[config.mk]
export PLATFORM = sky130hd
export DESIGN_NAME = lidar_reactive_steering
export DESIGN_NICKNAME = d
export VERILOG_FILES = /design/src/rtl/lrs_pkg.sv /design/src/rtl/lrs_ctrl.sv /design/src/rtl/lrs_dp.sv /design/src/rtl/lidar_reactive_steering.sv
export VERILOG_INCLUDE_DIRS = /design/src /design/src/rtl
export SDC_FILE = /design/constraint.sdc
export NUM_CORES = 2
export LEC_CHECK = 0
export ABC_AREA = 1
export BUFFER_PORTS_ARGS = -buffer_cell sky130_fd_sc_hd__buf_2
export CAP_MARGIN = 20
export CORE_ASPECT_RATIO = 1.75
export CORE_UTILIZATION = 35
export DETAILED_ROUTE_END_ITERATION = 8
export GPL_TIMING_DRIVEN = 1
export HOLD_SLACK_MARGIN = 0.03
export SKIP_LAST_GASP = 1
export SYNTH_ARGS = -nofsm -noshare
export SYNTH_HDL_FRONTEND = slang
export SYNTH_SLANG_ARGS = --single-unit
[constraint.sdc]
create_clock -name aclk -period 10.9 [get_ports aclk]
set_input_delay 2.18 -clock aclk [delete_from_list [all_inputs] [get_ports aclk]]
set_output_delay 2.18 -clock aclk [all_outputs]
set_load 0.03 [all_outputs]
[src/rtl/lidar_reactive_steering_defines.svh]
// Assertion macros for the lidar reactive steering block.
// Included by the top level; no other dependencies.
`ifndef LIDAR_REACTIVE_STEERING_DEFINES_SVH
`define LIDAR_REACTIVE_STEERING_DEFINES_SVH
`ifndef ASSERT_OFF
`define LRS_ASSERT_SAME(lbl, clk, rstn, pre, post) \
    lbl: assert property (@(posedge clk) disable iff (!rstn) (pre) |-> (post)) \
        else $error("lrs: assertion failed");
`define LRS_ASSERT_NEXT(lbl, clk, rstn, pre, post) \
    lbl: assert property (@(posedge clk) disable iff (!rstn) (pre) |=> (post)) \
        else $error("lrs: assertion failed");
`else
`define LRS_ASSERT_SAME(lbl, clk, rstn, pre, post)
`define LRS_ASSERT_NEXT(lbl, clk, rstn, pre, post)
`endif
`endif

[src/rtl/lrs_pkg.sv]
// Shared types, constants and lookup tables for the lidar reactive steering block.
// No dependencies.
`default_nettype none
package lrs_pkg;

    localparam int PI_Q13        = 25736;
    localparam int HALF_PI_Q13   = 12868;
    localparam int TWO_PI_Q13    = 51472;
    localparam int ONE_Q14       = 16384;
    localparam int CORDIC_X0     = 9949;
    localparam int NEAREST_RESET = 1280;
    localparam int SIG_SAT_RANGE = 2048;  // 8 m in Q8.8
    localparam int RED_STEPS     = 11;    // 2pi multiples 2^10 .. 2^0
    localparam int CORDIC_STEPS  = 14;

    localparam int CFG_DATA_W = 16;
    localparam int CFG_IDX_W  = 3;

    localparam logic [CFG_IDX_W-1:0] REG_START_ANGLE    = 3'd0;
    localparam logic [CFG_IDX_W-1:0] REG_ANGLE_STEP     = 3'd1;
    localparam logic [CFG_IDX_W-1:0] REG_CORRIDOR_HALF  = 3'd2;
    localparam logic [CFG_IDX_W-1:0] REG_ROBOT_RADIUS   = 3'd3;
    localparam logic [CFG_IDX_W-1:0] REG_SPEED_DEADBAND = 3'd4;
    localparam logic [CFG_IDX_W-1:0] REG_YAW_DEADBAND   = 3'd5;
    localparam logic [CFG_IDX_W-1:0] REG_SPEED_LIMIT    = 3'd6;
    localparam logic [CFG_IDX_W-1:0] REG_YAW_LIMIT      = 3'd7;

    typedef enum logic [4:0] {
        ST_IDLE, ST_ANG, ST_RED, ST_FOLD, ST_ROT, ST_SC, ST_MCC, ST_MSS, ST_MINT,
        ST_MDW, ST_W, ST_MSW, ST_MCW, ST_MCOR, ST_UPD, ST_VINIT, ST_VEC, ST_FIN,
        ST_OUT
    } state_t;

    typedef enum logic [4:0] {
        OP_NONE, OP_LOAD, OP_ANG, OP_RED, OP_FOLD, OP_ROT, OP_SC, OP_MCC, OP_MSS,
        OP_MINT, OP_MDW, OP_W, OP_MSW, OP_MCW, OP_MCOR, OP_UPD, OP_VINIT, OP_VEC,
        OP_FIN
    } op_t;

    typedef struct packed {
        op_t        op;
        logic [3:0] step;
    } cmd_t;

    typedef struct packed {
        logic last_ray;
    } sts_t;

    function automatic logic signed [16:0] atan_lut(input logic [3:0] i);
        logic signed [16:0] v;
        case (i)
            4'd0:    v = 17'sd6434;
            4'd1:    v = 17'sd3798;
            4'd2:    v = 17'sd2007;
            4'd3:    v = 17'sd1019;
            4'd4:    v = 17'sd511;
            4'd5:    v = 17'sd256;
            4'd6:    v = 17'sd128;
            4'd7:    v = 17'sd64;
            4'd8:    v = 17'sd32;
            4'd9:    v = 17'sd16;
            4'd10:   v = 17'sd8;
            4'd11:   v = 17'sd4;
            4'd12:   v = 17'sd2;
            4'd13:   v = 17'sd1;
            default: v = 17'sd0;
        endcase
        return v;
    endfunction

    // Sigmoid of range, Q1.14, at quarter-metre knots
    function automatic logic [14:0] sig_lut(input logic [5:0] k);
        logic [14:0] v;
        case (k)
            6'd0:    v = 15'd1953;
            6'd1:    v = 15'd2989;
            6'd2:    v = 15'd4406;
            6'd3:    v = 15'd6186;
            6'd4:    v = 15'd8192;
            6'd5:    v = 15'd10198;
            6'd6:    v = 15'd11978;
            6'd7:    v = 15'd13395;
            6'd8:    v = 15'd14431;
            6'd9:    v = 15'd15141;
            6'd10:   v = 15'd15607;
            6'd11:   v = 15'd15904;
            6'd12:   v = 15'd16089;
            6'd13:   v = 15'd16204;
            6'd14:   v = 15'd16274;
            6'd15:   v = 15'd16317;
            6'd16:   v = 15'd16343;
            6'd17:   v = 15'd16359;
            6'd18:   v = 15'd16369;
            6'd19:   v = 15'd16375;
            6'd20:   v = 15'd16379;
            6'd21:   v = 15'd16381;
            6'd22:   v = 15'd16382;
            6'd23:   v = 15'd16383;
            6'd24:   v = 15'd16383;
            default: v = 15'd16384;
        endcase
        return v;
    endfunction

endpackage
`default_nettype wire

[src/rtl/lrs_ctrl.sv]
// Sequencer for the lidar reactive steering block: one state per datapath operation.
// Depends on lrs_pkg.
`default_nettype none
module lrs_ctrl (
    input  wire logic         aclk,
    input  wire logic         aresetn,
    input  wire logic         s_valid,
    output logic              s_ready,
    output logic              m_valid,
    input  wire logic         m_ready,
    input  wire lrs_pkg::sts_t sts,
    output lrs_pkg::cmd_t     cmd
);

    lrs_pkg::state_t state_reg, state_next;
    logic [3:0]      step_reg, step_next;

    always_ff @(posedge aclk) begin
        if (!aresetn) begin
            state_reg <= lrs_pkg::ST_IDLE;
            step_reg  <= '0;
        end else begin
            state_reg <= state_next;
            step_reg  <= step_next;
        end
    end

    always_comb begin
        state_next = state_reg;
        step_next  = step_reg;
        s_ready    = 1'b0;
        m_valid    = 1'b0;
        cmd.op     = lrs_pkg::OP_NONE;
        cmd.step   = step_reg;
        unique case (state_reg)
            lrs_pkg::ST_IDLE: begin
                s_ready = 1'b1;
                if (s_valid) begin
                    cmd.op     = lrs_pkg::OP_LOAD;
                    state_next = lrs_pkg::ST_ANG;
                end
            end
            lrs_pkg::ST_ANG: begin
                cmd.op     = lrs_pkg::OP_ANG;
                step_next  = 4'(lrs_pkg::RED_STEPS - 1);
                state_next = lrs_pkg::ST_RED;
            end
            lrs_pkg::ST_RED: begin
                cmd.op = lrs_pkg::OP_RED;
                if (step_reg == '0) begin
                    state_next = lrs_pkg::ST_FOLD;
                end else begin
                    step_next = step_reg - 4'd1;
                end
            end
            lrs_pkg::ST_FOLD: begin
                cmd.op     = lrs_pkg::OP_FOLD;
                step_next  = '0;
                state_next = lrs_pkg::ST_ROT;
            end
            lrs_pkg::ST_ROT: begin
                cmd.op = lrs_pkg::OP_ROT;
                if (step_reg == 4'(lrs_pkg::CORDIC_STEPS - 1)) begin
                    state_next = lrs_pkg::ST_SC;
                end else begin
                    step_next = step_reg + 4'd1;
                end
            end
            lrs_pkg::ST_SC: begin
                cmd.op     = lrs_pkg::OP_SC;
                state_next = lrs_pkg::ST_MCC;
            end
            lrs_pkg::ST_MCC: begin
                cmd.op     = lrs_pkg::OP_MCC;
                state_next = lrs_pkg::ST_MSS;
            end
            lrs_pkg::ST_MSS: begin
                cmd.op     = lrs_pkg::OP_MSS;
                state_next = lrs_pkg::ST_MINT;
            end
            lrs_pkg::ST_MINT: begin
                cmd.op     = lrs_pkg::OP_MINT;
                state_next = lrs_pkg::ST_MDW;
            end
            lrs_pkg::ST_MDW: begin
                cmd.op     = lrs_pkg::OP_MDW;
                state_next = lrs_pkg::ST_W;
            end
            lrs_pkg::ST_W: begin
                cmd.op     = lrs_pkg::OP_W;
                state_next = lrs_pkg::ST_MSW;
            end
            lrs_pkg::ST_MSW: begin
                cmd.op     = lrs_pkg::OP_MSW;
                state_next = lrs_pkg::ST_MCW;
            end
            lrs_pkg::ST_MCW: begin
                cmd.op     = lrs_pkg::OP_MCW;
                state_next = lrs_pkg::ST_MCOR;
            end
            lrs_pkg::ST_MCOR: begin
                cmd.op     = lrs_pkg::OP_MCOR;
                state_next = lrs_pkg::ST_UPD;
            end
            lrs_pkg::ST_UPD: begin
                cmd.op     = lrs_pkg::OP_UPD;
                state_next = sts.last_ray ? lrs_pkg::ST_VINIT : lrs_pkg::ST_IDLE;
            end
            lrs_pkg::ST_VINIT: begin
                cmd.op     = lrs_pkg::OP_VINIT;
                step_next  = '0;
                state_next = lrs_pkg::ST_VEC;
            end
            lrs_pkg::ST_VEC: begin
                cmd.op = lrs_pkg::OP_VEC;
                if (step_reg == 4'(lrs_pkg::CORDIC_STEPS - 1)) begin
                    state_next = lrs_pkg::ST_FIN;
                end else begin
                    step_next = step_reg + 4'd1;
                end
            end
            lrs_pkg::ST_FIN: begin
                cmd.op     = lrs_pkg::OP_FIN;
                state_next = lrs_pkg::ST_OUT;
            end
            lrs_pkg::ST_OUT: begin
                m_valid = 1'b1;
                if (m_ready) begin
                    state_next = lrs_pkg::ST_IDLE;
                end
            end
            default: state_next = lrs_pkg::ST_IDLE;
        endcase
    end

endmodule
`default_nettype wire

[src/rtl/lrs_dp.sv]
// Datapath for the lidar reactive steering block: config registers, shared multiplier,
// CORDIC rotation and vectoring, scan accumulators. Depends on lrs_pkg.
`default_nettype none
module lrs_dp #(
    parameter int MAX_RAYS = 1024
) (
    input  wire logic                                aclk,
    input  wire logic                                aresetn,
    input  wire logic                                cfg_we,
    input  wire logic [lrs_pkg::CFG_IDX_W-1:0]       cfg_index,
    input  wire logic [lrs_pkg::CFG_DATA_W-1:0]      cfg_wdata,
    input  wire logic [15:0]                         s_ray_range,
    input  wire logic                                s_last_ray,
    input  wire lrs_pkg::cmd_t                       cmd,
    output lrs_pkg::sts_t                            sts,
    output logic [11:0]                              m_forward_speed,
    output logic signed [15:0]                       m_yaw_rate
);

    localparam int IDX_W = $clog2(MAX_RAYS);

    // configuration
    logic signed [15:0] start_reg;
    logic [13:0]        step_cfg_reg;
    logic [11:0]        chw_reg, radius_reg, speed_lim_reg;
    logic [8:0]         speed_db_reg;
    logic [13:0]        yaw_db_reg;
    logic [14:0]        yaw_lim_reg;

    // scan state
    logic signed [39:0] sine_sum_reg, cos_sum_reg;
    logic [15:0]        nearest_reg;
    logic [IDX_W-1:0]   idx_reg;

    // per-ray working registers
    logic [15:0]        r_reg;
    logic               last_reg;
    logic signed [35:0] prod_reg;
    logic signed [26:0] ang_reg;
    logic signed [17:0] x_reg, y_reg;
    logic signed [16:0] z_reg;
    logic               neg_reg;
    logic signed [16:0] s_reg, c_reg, dir_reg, w_reg;
    logic signed [35:0] cc_reg;
    logic signed [42:0] vx_reg, vy_reg;
    logic signed [17:0] vz_reg;
    logic [11:0]        speed_out_reg;
    logic signed [15:0] yaw_out_reg;

    logic signed [17:0] mul_a, mul_b;
    logic signed [26:0] ang_sum, red_val;
    logic signed [16:0] zf, atan_v, abs_s;
    logic signed [15:0] sig_diff;
    logic signed [17:0] sig_val;
    logic [5:0]         sig_k;
    logic signed [16:0] speed_raw;
    logic signed [17:0] yaw_abs, yaw_lim_s;
    logic [11:0]        speed_next;
    logic signed [15:0] yaw_next;
    logic               in_corridor;

    assign sts.last_ray    = last_reg;
    assign m_forward_speed = speed_out_reg;
    assign m_yaw_rate      = yaw_out_reg;

    always_comb begin
        ang_sum  = 27'(start_reg) + $signed(prod_reg[26:0]) + 27'(lrs_pkg::PI_Q13);
        red_val  = 27'(lrs_pkg::TWO_PI_Q13) <<< cmd.step;
        zf       = 17'(ang_reg - 27'(lrs_pkg::PI_Q13));
        atan_v   = lrs_pkg::atan_lut(cmd.step);
        abs_s    = s_reg[16] ? -s_reg : s_reg;
        sig_k    = {1'b0, r_reg[10:6]};
        sig_diff = $signed({1'b0, lrs_pkg::sig_lut(sig_k + 6'd1)})
                 - $signed({1'b0, lrs_pkg::sig_lut(sig_k)});
        sig_val  = (r_reg >= 16'(lrs_pkg::SIG_SAT_RANGE)) ? 18'(lrs_pkg::ONE_Q14)
                 : $signed({3'b0, lrs_pkg::sig_lut(sig_k)}) + 18'(prod_reg >>> 6);
        in_corridor = prod_reg <= $signed({10'b0, chw_reg, 14'b0});
    end

    // shared multiplier operand select
    always_comb begin
        mul_a = '0;
        mul_b = '0;
        case (cmd.op)
            lrs_pkg::OP_LOAD: begin
                mul_a = $signed(18'(idx_reg));
                mul_b = $signed(18'(step_cfg_reg));
            end
            lrs_pkg::OP_MCC: begin
                mul_a = 18'(c_reg);
                mul_b = 18'(c_reg);
            end
            lrs_pkg::OP_MSS: begin
                mul_a = 18'(s_reg);
                mul_b = 18'(s_reg);
            end
            lrs_pkg::OP_MINT: begin
                mul_a = 18'(sig_diff);
                mul_b = $signed({12'b0, r_reg[5:0]});
            end
            lrs_pkg::OP_MDW: begin
                mul_a = 18'(dir_reg);
                mul_b = sig_val;
            end
            lrs_pkg::OP_MSW: begin
                mul_a = 18'(s_reg);
                mul_b = 18'(w_reg);
            end
            lrs_pkg::OP_MCW: begin
                mul_a = 18'(c_reg);
                mul_b = 18'(w_reg);
            end
            lrs_pkg::OP_MCOR: begin
                mul_a = $signed({2'b0, r_reg});
                mul_b = 18'(abs_s);
            end
            default: begin
                mul_a = '0;
                mul_b = '0;
            end
        endcase
    end

    // result formatting: deadband then clamp
    always_comb begin
        speed_raw = $signed({1'b0, nearest_reg}) - $signed({5'b0, radius_reg});
        if (speed_raw < $signed({8'b0, speed_db_reg})) begin
            speed_next = '0;
        end else if (speed_raw > $signed({5'b0, speed_lim_reg})) begin
            speed_next = speed_lim_reg;
        end else begin
            speed_next = speed_raw[11:0];
        end
        yaw_abs   = vz_reg[17] ? -vz_reg : vz_reg;
        yaw_lim_s = $signed({3'b0, yaw_lim_reg});
        if (yaw_abs < $signed({4'b0, yaw_db_reg})) begin
            yaw_next = '0;
        end else if (vz_reg > yaw_lim_s) begin
            yaw_next = 16'(yaw_lim_s);
        end else if (vz_reg < -yaw_lim_s) begin
            yaw_next = 16'(-yaw_lim_s);
        end else begin
            yaw_next = 16'(vz_reg);
        end
    end

    // configuration and scan state
    always_ff @(posedge aclk) begin
        if (!aresetn) begin
            start_reg     <= -16'sd25736;
            step_cfg_reg  <= 14'd50;
            chw_reg       <= 12'd64;
            radius_reg    <= 12'd77;
            speed_db_reg  <= 9'd3;
            yaw_db_reg    <= 14'd410;
            speed_lim_reg <= 12'd256;
            yaw_lim_reg   <= 15'd8192;
            sine_sum_reg  <= '0;
            cos_sum_reg   <= '0;
            nearest_reg   <= 16'(lrs_pkg::NEAREST_RESET);
            idx_reg       <= '0;
        end else begin
            if (cfg_we) begin
                unique case (cfg_index)
                    lrs_pkg::REG_START_ANGLE:    start_reg     <= $signed(cfg_wdata);
                    lrs_pkg::REG_ANGLE_STEP:     step_cfg_reg  <= cfg_wdata[13:0];
                    lrs_pkg::REG_CORRIDOR_HALF:  chw_reg       <= cfg_wdata[11:0];
                    lrs_pkg::REG_ROBOT_RADIUS:   radius_reg    <= cfg_wdata[11:0];
                    lrs_pkg::REG_SPEED_DEADBAND: speed_db_reg  <= cfg_wdata[8:0];
                    lrs_pkg::REG_YAW_DEADBAND:   yaw_db_reg    <= cfg_wdata[13:0];
                    lrs_pkg::REG_SPEED_LIMIT:    speed_lim_reg <= cfg_wdata[11:0];
                    lrs_pkg::REG_YAW_LIMIT:      yaw_lim_reg   <= cfg_wdata[14:0];
                    default: ;
                endcase
            end
            case (cmd.op)
                lrs_pkg::OP_MCW:  sine_sum_reg <= sine_sum_reg + 40'(prod_reg >>> 14);
                lrs_pkg::OP_MCOR: cos_sum_reg  <= cos_sum_reg + 40'(prod_reg >>> 14);
                lrs_pkg::OP_UPD: begin
                    if (in_corridor && r_reg < nearest_reg) begin
                        nearest_reg <= r_reg;
                    end
                    if (!last_reg && idx_reg != IDX_W'(MAX_RAYS - 1)) begin
                        idx_reg <= idx_reg + 1'b1;
                    end
                end
                lrs_pkg::OP_FIN: begin
                    sine_sum_reg <= '0;
                    cos_sum_reg  <= '0;
                    nearest_reg  <= 16'(lrs_pkg::NEAREST_RESET);
                    idx_reg      <= '0;
                end
                default: ;
            endcase
        end
    end

    // per-ray working registers
    always_ff @(posedge aclk) begin
        prod_reg <= mul_a * mul_b;
        case (cmd.op)
            lrs_pkg::OP_LOAD: begin
                r_reg    <= s_ray_range;
                last_reg <= s_last_ray;
            end
            lrs_pkg::OP_ANG: begin
                ang_reg <= ang_sum[26] ? ang_sum + 27'(lrs_pkg::TWO_PI_Q13) : ang_sum;
            end
            lrs_pkg::OP_RED: begin
                if (ang_reg >= red_val) begin
                    ang_reg <= ang_reg - red_val;
                end
            end
            lrs_pkg::OP_FOLD: begin
                x_reg <= 18'(lrs_pkg::CORDIC_X0);
                y_reg <= '0;
                if (zf > 17'(lrs_pkg::HALF_PI_Q13)) begin
                    z_reg   <= zf - 17'(lrs_pkg::PI_Q13);
                    neg_reg <= 1'b1;
                end else if (zf < -17'(lrs_pkg::HALF_PI_Q13)) begin
                    z_reg   <= zf + 17'(lrs_pkg::PI_Q13);
                    neg_reg <= 1'b1;
                end else begin
                    z_reg   <= zf;
                    neg_reg <= 1'b0;
                end
            end
            lrs_pkg::OP_ROT: begin
                if (!z_reg[16]) begin
                    x_reg <= x_reg - (y_reg >>> cmd.step);
                    y_reg <= y_reg + (x_reg >>> cmd.step);
                    z_reg <= z_reg - atan_v;
                end else begin
                    x_reg <= x_reg + (y_reg >>> cmd.step);
                    y_reg <= y_reg - (x_reg >>> cmd.step);
                    z_reg <= z_reg + atan_v;
                end
            end
            lrs_pkg::OP_SC: begin
                s_reg <= neg_reg ? 17'(-y_reg) : 17'(y_reg);
                c_reg <= neg_reg ? 17'(-x_reg) : 17'(x_reg);
            end
            lrs_pkg::OP_MSS:  cc_reg  <= prod_reg;
            lrs_pkg::OP_MINT: dir_reg <= 17'((cc_reg - prod_reg) >>> 15)
                                       + 17'(lrs_pkg::ONE_Q14);
            lrs_pkg::OP_W:    w_reg   <= 17'(prod_reg >>> 14);
            lrs_pkg::OP_VINIT: begin
                if (cos_sum_reg[39]) begin
                    vx_reg <= -43'(cos_sum_reg);
                    vy_reg <= -43'(sine_sum_reg);
                    vz_reg <= sine_sum_reg[39] ? -18'(lrs_pkg::PI_Q13)
                                               : 18'(lrs_pkg::PI_Q13);
                end else begin
                    vx_reg <= 43'(cos_sum_reg);
                    vy_reg <= 43'(sine_sum_reg);
                    vz_reg <= '0;
                end
            end
            lrs_pkg::OP_VEC: begin
                if (vy_reg > 43'sd0) begin
                    vx_reg <= vx_reg + (vy_reg >>> cmd.step);
                    vy_reg <= vy_reg - (vx_reg >>> cmd.step);
                    vz_reg <= vz_reg + 18'(atan_v);
                end else if (vy_reg < 43'sd0) begin
                    vx_reg <= vx_reg - (vy_reg >>> cmd.step);
                    vy_reg <= vy_reg + (vx_reg >>> cmd.step);
                    vz_reg <= vz_reg - 18'(atan_v);
                end
            end
            lrs_pkg::OP_FIN: begin
                speed_out_reg <= speed_next;
                yaw_out_reg   <= yaw_next;
            end
            default: ;
        endcase
    end

endmodule
`default_nettype wire

[src/rtl/lidar_reactive_steering.sv]
// Lidar reactive steering: top level, joins sequencer lrs_ctrl and datapath lrs_dp.
// Rays are taken one at a time; a ray goes through 11 modulo steps, 14 CORDIC
// rotations and 8 passes through the one shared 18x18 multiplier. A last ray adds
// atan2 vectoring; its result is held until taken. Reset (aresetn, synchronous,
// low) restores register defaults and clears the sums, nearest range and ray index.
`default_nettype none
`include "lidar_reactive_steering_defines.svh"
module lidar_reactive_steering #(
    parameter int MAX_RAYS = 1024
) (
    input  wire logic                           aclk,
    input  wire logic                           aresetn,
    // configuration writes
    input  wire logic                           cfg_we,
    input  wire logic [lrs_pkg::CFG_IDX_W-1:0]  cfg_index,
    input  wire logic [lrs_pkg::CFG_DATA_W-1:0] cfg_wdata,
    // ray input
    input  wire logic                           s_valid,
    output logic                                s_ready,
    input  wire logic [15:0]                    s_ray_range,
    input  wire logic                           s_last_ray,
    // steering command output
    output logic                                m_valid,
    input  wire logic                           m_ready,
    output logic [11:0]                         m_forward_speed,
    output logic signed [15:0]                  m_yaw_rate
);

    lrs_pkg::cmd_t cmd;
    lrs_pkg::sts_t sts;

    // Sequencer: steps the datapath through one ray, then atan2 on the last one.
    lrs_ctrl u_ctrl (
        .aclk    (aclk),
        .aresetn (aresetn),
        .s_valid (s_valid),
        .s_ready (s_ready),
        .m_valid (m_valid),
        .m_ready (m_ready),
        .sts     (sts),
        .cmd     (cmd)
    );

    // Datapath: angle reduction, sin/cos, weighting, sums, corridor minimum,
    // final deadband and clamp. Result registers hold steady while m_valid.
    lrs_dp #(
        .MAX_RAYS (MAX_RAYS)
    ) u_dp (
        .aclk            (aclk),
        .aresetn         (aresetn),
        .cfg_we          (cfg_we),
        .cfg_index       (cfg_index),
        .cfg_wdata       (cfg_wdata),
        .s_ray_range     (s_ray_range),
        .s_last_ray      (s_last_ray),
        .cmd             (cmd),
        .sts             (sts),
        .m_forward_speed (m_forward_speed),
        .m_yaw_rate      (m_yaw_rate)
    );

    // One item in flight: no new ray while a result waits.
    `LRS_ASSERT_SAME(a_no_accept_with_result, aclk, aresetn, m_valid, !s_ready)
    // An accepted ray keeps the block busy for the following cycle.
    `LRS_ASSERT_NEXT(a_busy_after_accept, aclk, aresetn, s_valid && s_ready, !s_ready)
    // A taken result is not shown again.
    `LRS_ASSERT_NEXT(a_single_result, aclk, aresetn, m_valid && m_ready, !m_valid)

endmodule
`default_nettype wire
==> impl_metrics.ini <==
[global_routing]
grt_pass1_wl_mm = 433
grt_max_degree = 105
track_usage = 0.271
antenna_found_initial = 7
grt_pass1_vias = 72600
overflow = 0

[clocking]
cts_setup_buffers = 0
hold_buffers = 0
clockBufferDepth = 3
cts_sinks = 613
clk_pin_slew_ns = 0.06
cts-htree-levels = 3
cts_tree = yes
numCtsBuffers = 72
clock_latency_ns = 0.73
cts_resized = 0
cts_root_buf = clkbuf_16

[sta]
hold_slack_ns = 0.439
grt_setup_unrepaired = no
finalSetupViolations = 0
fin_crit_sh = 0.937
fmax_ghz = 0.0979
hold_viol = 0
finalCriticalPeriod_ns = 10.22
relSlewSlack = 0.201
setup_slack_ns = 0.682
slew_viol_final = 0
worstMarginPinSlew_ns = 1.20
clock_skew_ns = 0.0465
timing.setup.tns_ns = 0

[power_and_ir_drop]
internal-power_mw = 7.14
p_switching_mw = 7.82
p_total_mw = 15.0
p_leak_nw = 36.9
ir_worst_vdd_mv = 0.150
swShare = 0.523
power_density_mw_per_mm2 = 191
p_clk_frac = 0.171
seqPwrFrac = 0.202
p_comb_frac = 0.627

[final_layout]
area_delta_synth_final_pct = 8.09
finalNetCount = 11600
n_fill_cell = 21800
postLayoutCoreUtil = 0.381
finalInstanceArea_mm2 = 0.0783
final_cells = 13400
drive_gt1_frac = 0.0453

[min_path]
min_path_type = reg -> reg
hold_path_end = u_dp.cc_reg[3]
worstHoldStart = u_dp.prod_reg[3]
hold_depth = 0

[route]
drt-total-wl_mm = 289
routedWlPerCell_um = 21.6
drt_iter0_drc = 5183
drc = 0
via_count = 72400
firstDrtPassIters = 7
final_antenna_net_count = 0
vias_per_cell = 5.42

[critical_path]
crit_type = reg -> reg
r2r_end = u_dp.prod_reg[35]
r2r_cells = 39
critPathRequiredTime_ns = 11.46
slowest_delay_ns = 0.56
crit_fanout = 11
rr_startpoint = u_dp.r_reg[7]
crit_arrival_ns = 10.78
crit_path_end_kind = flip-flop
ff2ff_setup_slack_ns = 0.68
worst_path_max_delay_cell = edfxtp_1
worst_setup_path_start_kind = flip-flop
critical_path.most_common_cell = fa_1

[yosys]
yosysUniqueCellTypes = 76
async_flop_share = 0
syn_inst = 10700
synth-seq-area-share = 0.215
synth_edf_count = 330
yosysWarningCount = 0
ys.flop_type = edfxtp_1
synth_top_area_frac = 0.137
synth_area_mm2 = 0.0725
syn-num-nets = 11600
ys_ff_latch = 613
synthTopCellsByArea = edfxtp_1 14%, nand2_1 13%, ha_1 11%, fa_1 9.2%, dfxtp_1 7.8%
avgSynthCellArea_um2 = 6.80
yosysTopAreaCell = edfxtp_1

[placement]
dp.cells = 13200
numPortBuffers = 70
place_congestion = 1.05
place_ws_ns = 0.835
hpwl_mm = 234
postPlaceCellArea_mm2 = 0.0758

[die]
num_rows = 220
fp.dieW_um = 346
initial_utilization = 0.352
die_h_um = 604
core-area_mm2 = 0.206
boundaryPins = 71
die_area_mm2 = 0.209

[job]
maxCapViolCount = 0

[run_status]
outcome = completed
-- critical path: cells and delay by family, from the launching register on --
family,cells,cell delay (ns)
adder cells (fa/ha/maj),10,4.45
AND/OR/NAND/NOR,13,2.25
AO/OA/AOI/OAI,9,1.54
buffers and inverters,6,1.10
flip-flops,1,0.56
XOR/XNOR,1,0.15
-- power by group through the flow --
stage,Combinational [mW],Clock (mW),Sequential [mW]
2_1_floorplan,6.85,0,2.88
3_3_place_gp,9.14,0,3.06
3_5_place_dp,9.21,0,3.06
4_1_cts,9.26,2.61,3.01
5_1_grt,10.4,2.69,3.02
6_report,9.38,2.56,3.02
-- Yosys cell counts, types with 17 or more instances --
master    number
buf_2         91
o221ai_1      17
nor2_1       995
nand2_1     2504
nand4_1      108
nand3b_1      36
nor4_1        46
buf_1         34
a31oi_1       80
a21o_1        51
clkbuf_1     138
o22ai_1       20
a21boi_0      23
edfxtp_1     330
inv_2         24
o21ai_0      705
dfxtp_1      283
or2_2         58
a21oi_1      809
xnor2_1      151
o211ai_1      57
ha_1         609
a211oi_1      22
nor3_1       148
nor2_2        18
xor2_1       279
nand3_1      845
o21bai_1      33
fa_1         332
a221oi_1      18
inv_1       1496
o31ai_1       22
o21ai_1       41
o21a_1        36
-- layout by cell type (no fill, tap or decap), drive strengths merged, types with 11 or more instances in the layout --
| master | count |
|---|---|
| xor2 | 279 |
| nor3 | 153 |
| a211oi | 22 |
| nor4 | 51 |
| o221ai | 18 |
| inv | 1528 |
| xnor2 | 152 |
| nand2 | 2517 |
| mux2i | 16 |
| ha | 609 |
| o31ai | 22 |
| nor2 | 1023 |
| nand3b | 36 |
| o21bai | 33 |
| a21o | 51 |
| a21oi | 809 |
| o21ai | 754 |
| a21boi | 23 |
| nand3 | 848 |
| nand4 | 108 |
| and3 | 13 |
| clkbuf | 96 |
| fa | 332 |
| dfxtp | 283 |
| edfxtp | 330 |
| and2 | 11 |
| clkinv | 43 |
| or2 | 65 |
| o211ai | 57 |
| a31oi | 81 |
| a22oi | 11 |
| o22ai | 21 |
| buf | 196 |
| o21a | 36 |
| a221oi | 18 |
-- final cells by class --
cell class	instances	area (µm²)	area share
multi-input combinational	8214	49800	0.636
sequential	613	15600	0.199
inverter	1534	5770	0.0737
tap	2664	3330	0.0425
clock buffer	95	2010	0.0257
timing repair buffer	197	1380	0.0176
clock inverter	39	433	0.00553
antenna	7	17.5	0.000224
-- per-layer routing --
| layer | share of wire | GRT usage | routed length, µm |
|---|---|---|---|
| met5 | 0.00011 | 0 | 31 |
| met4 | 0.097 | 0.230 | 27900 |
| met3 | 0.043 | 0.0303 | 12500 |
| met2 | 0.52 | 0.510 | 150000 |
| met1 | 0.34 | 0.263 | 98100 |
-- kinds of logic after synthesis --
group	after synthesis	synth area share
fa+ha+maj	941	0.197
mux	16	0.00221
simple gates	4832	0.282
xor+xnor	431	0.0522
compound gates	1994	0.153
flops	613	0.215
buf+inv	1829	0.0988
-- worst max path at each step --
stage                                   start                 to  slack (ns)
after CTS                       u_dp.r_reg[7]  u_dp.prod_reg[35]        0.78
after floorplan           u_ctrl.state_reg[0]     u_dp.vx_reg[0]        1.78
final                           u_dp.r_reg[7]  u_dp.prod_reg[35]        0.68
after detailed placement        u_dp.r_reg[7]  u_dp.prod_reg[35]        0.83
after global placement          u_dp.r_reg[7]  u_dp.prod_reg[35]        0.84
after global routing            u_dp.r_reg[7]  u_dp.prod_reg[35]        0.12
No activity file was read; power rests on OpenSTA's default activity.
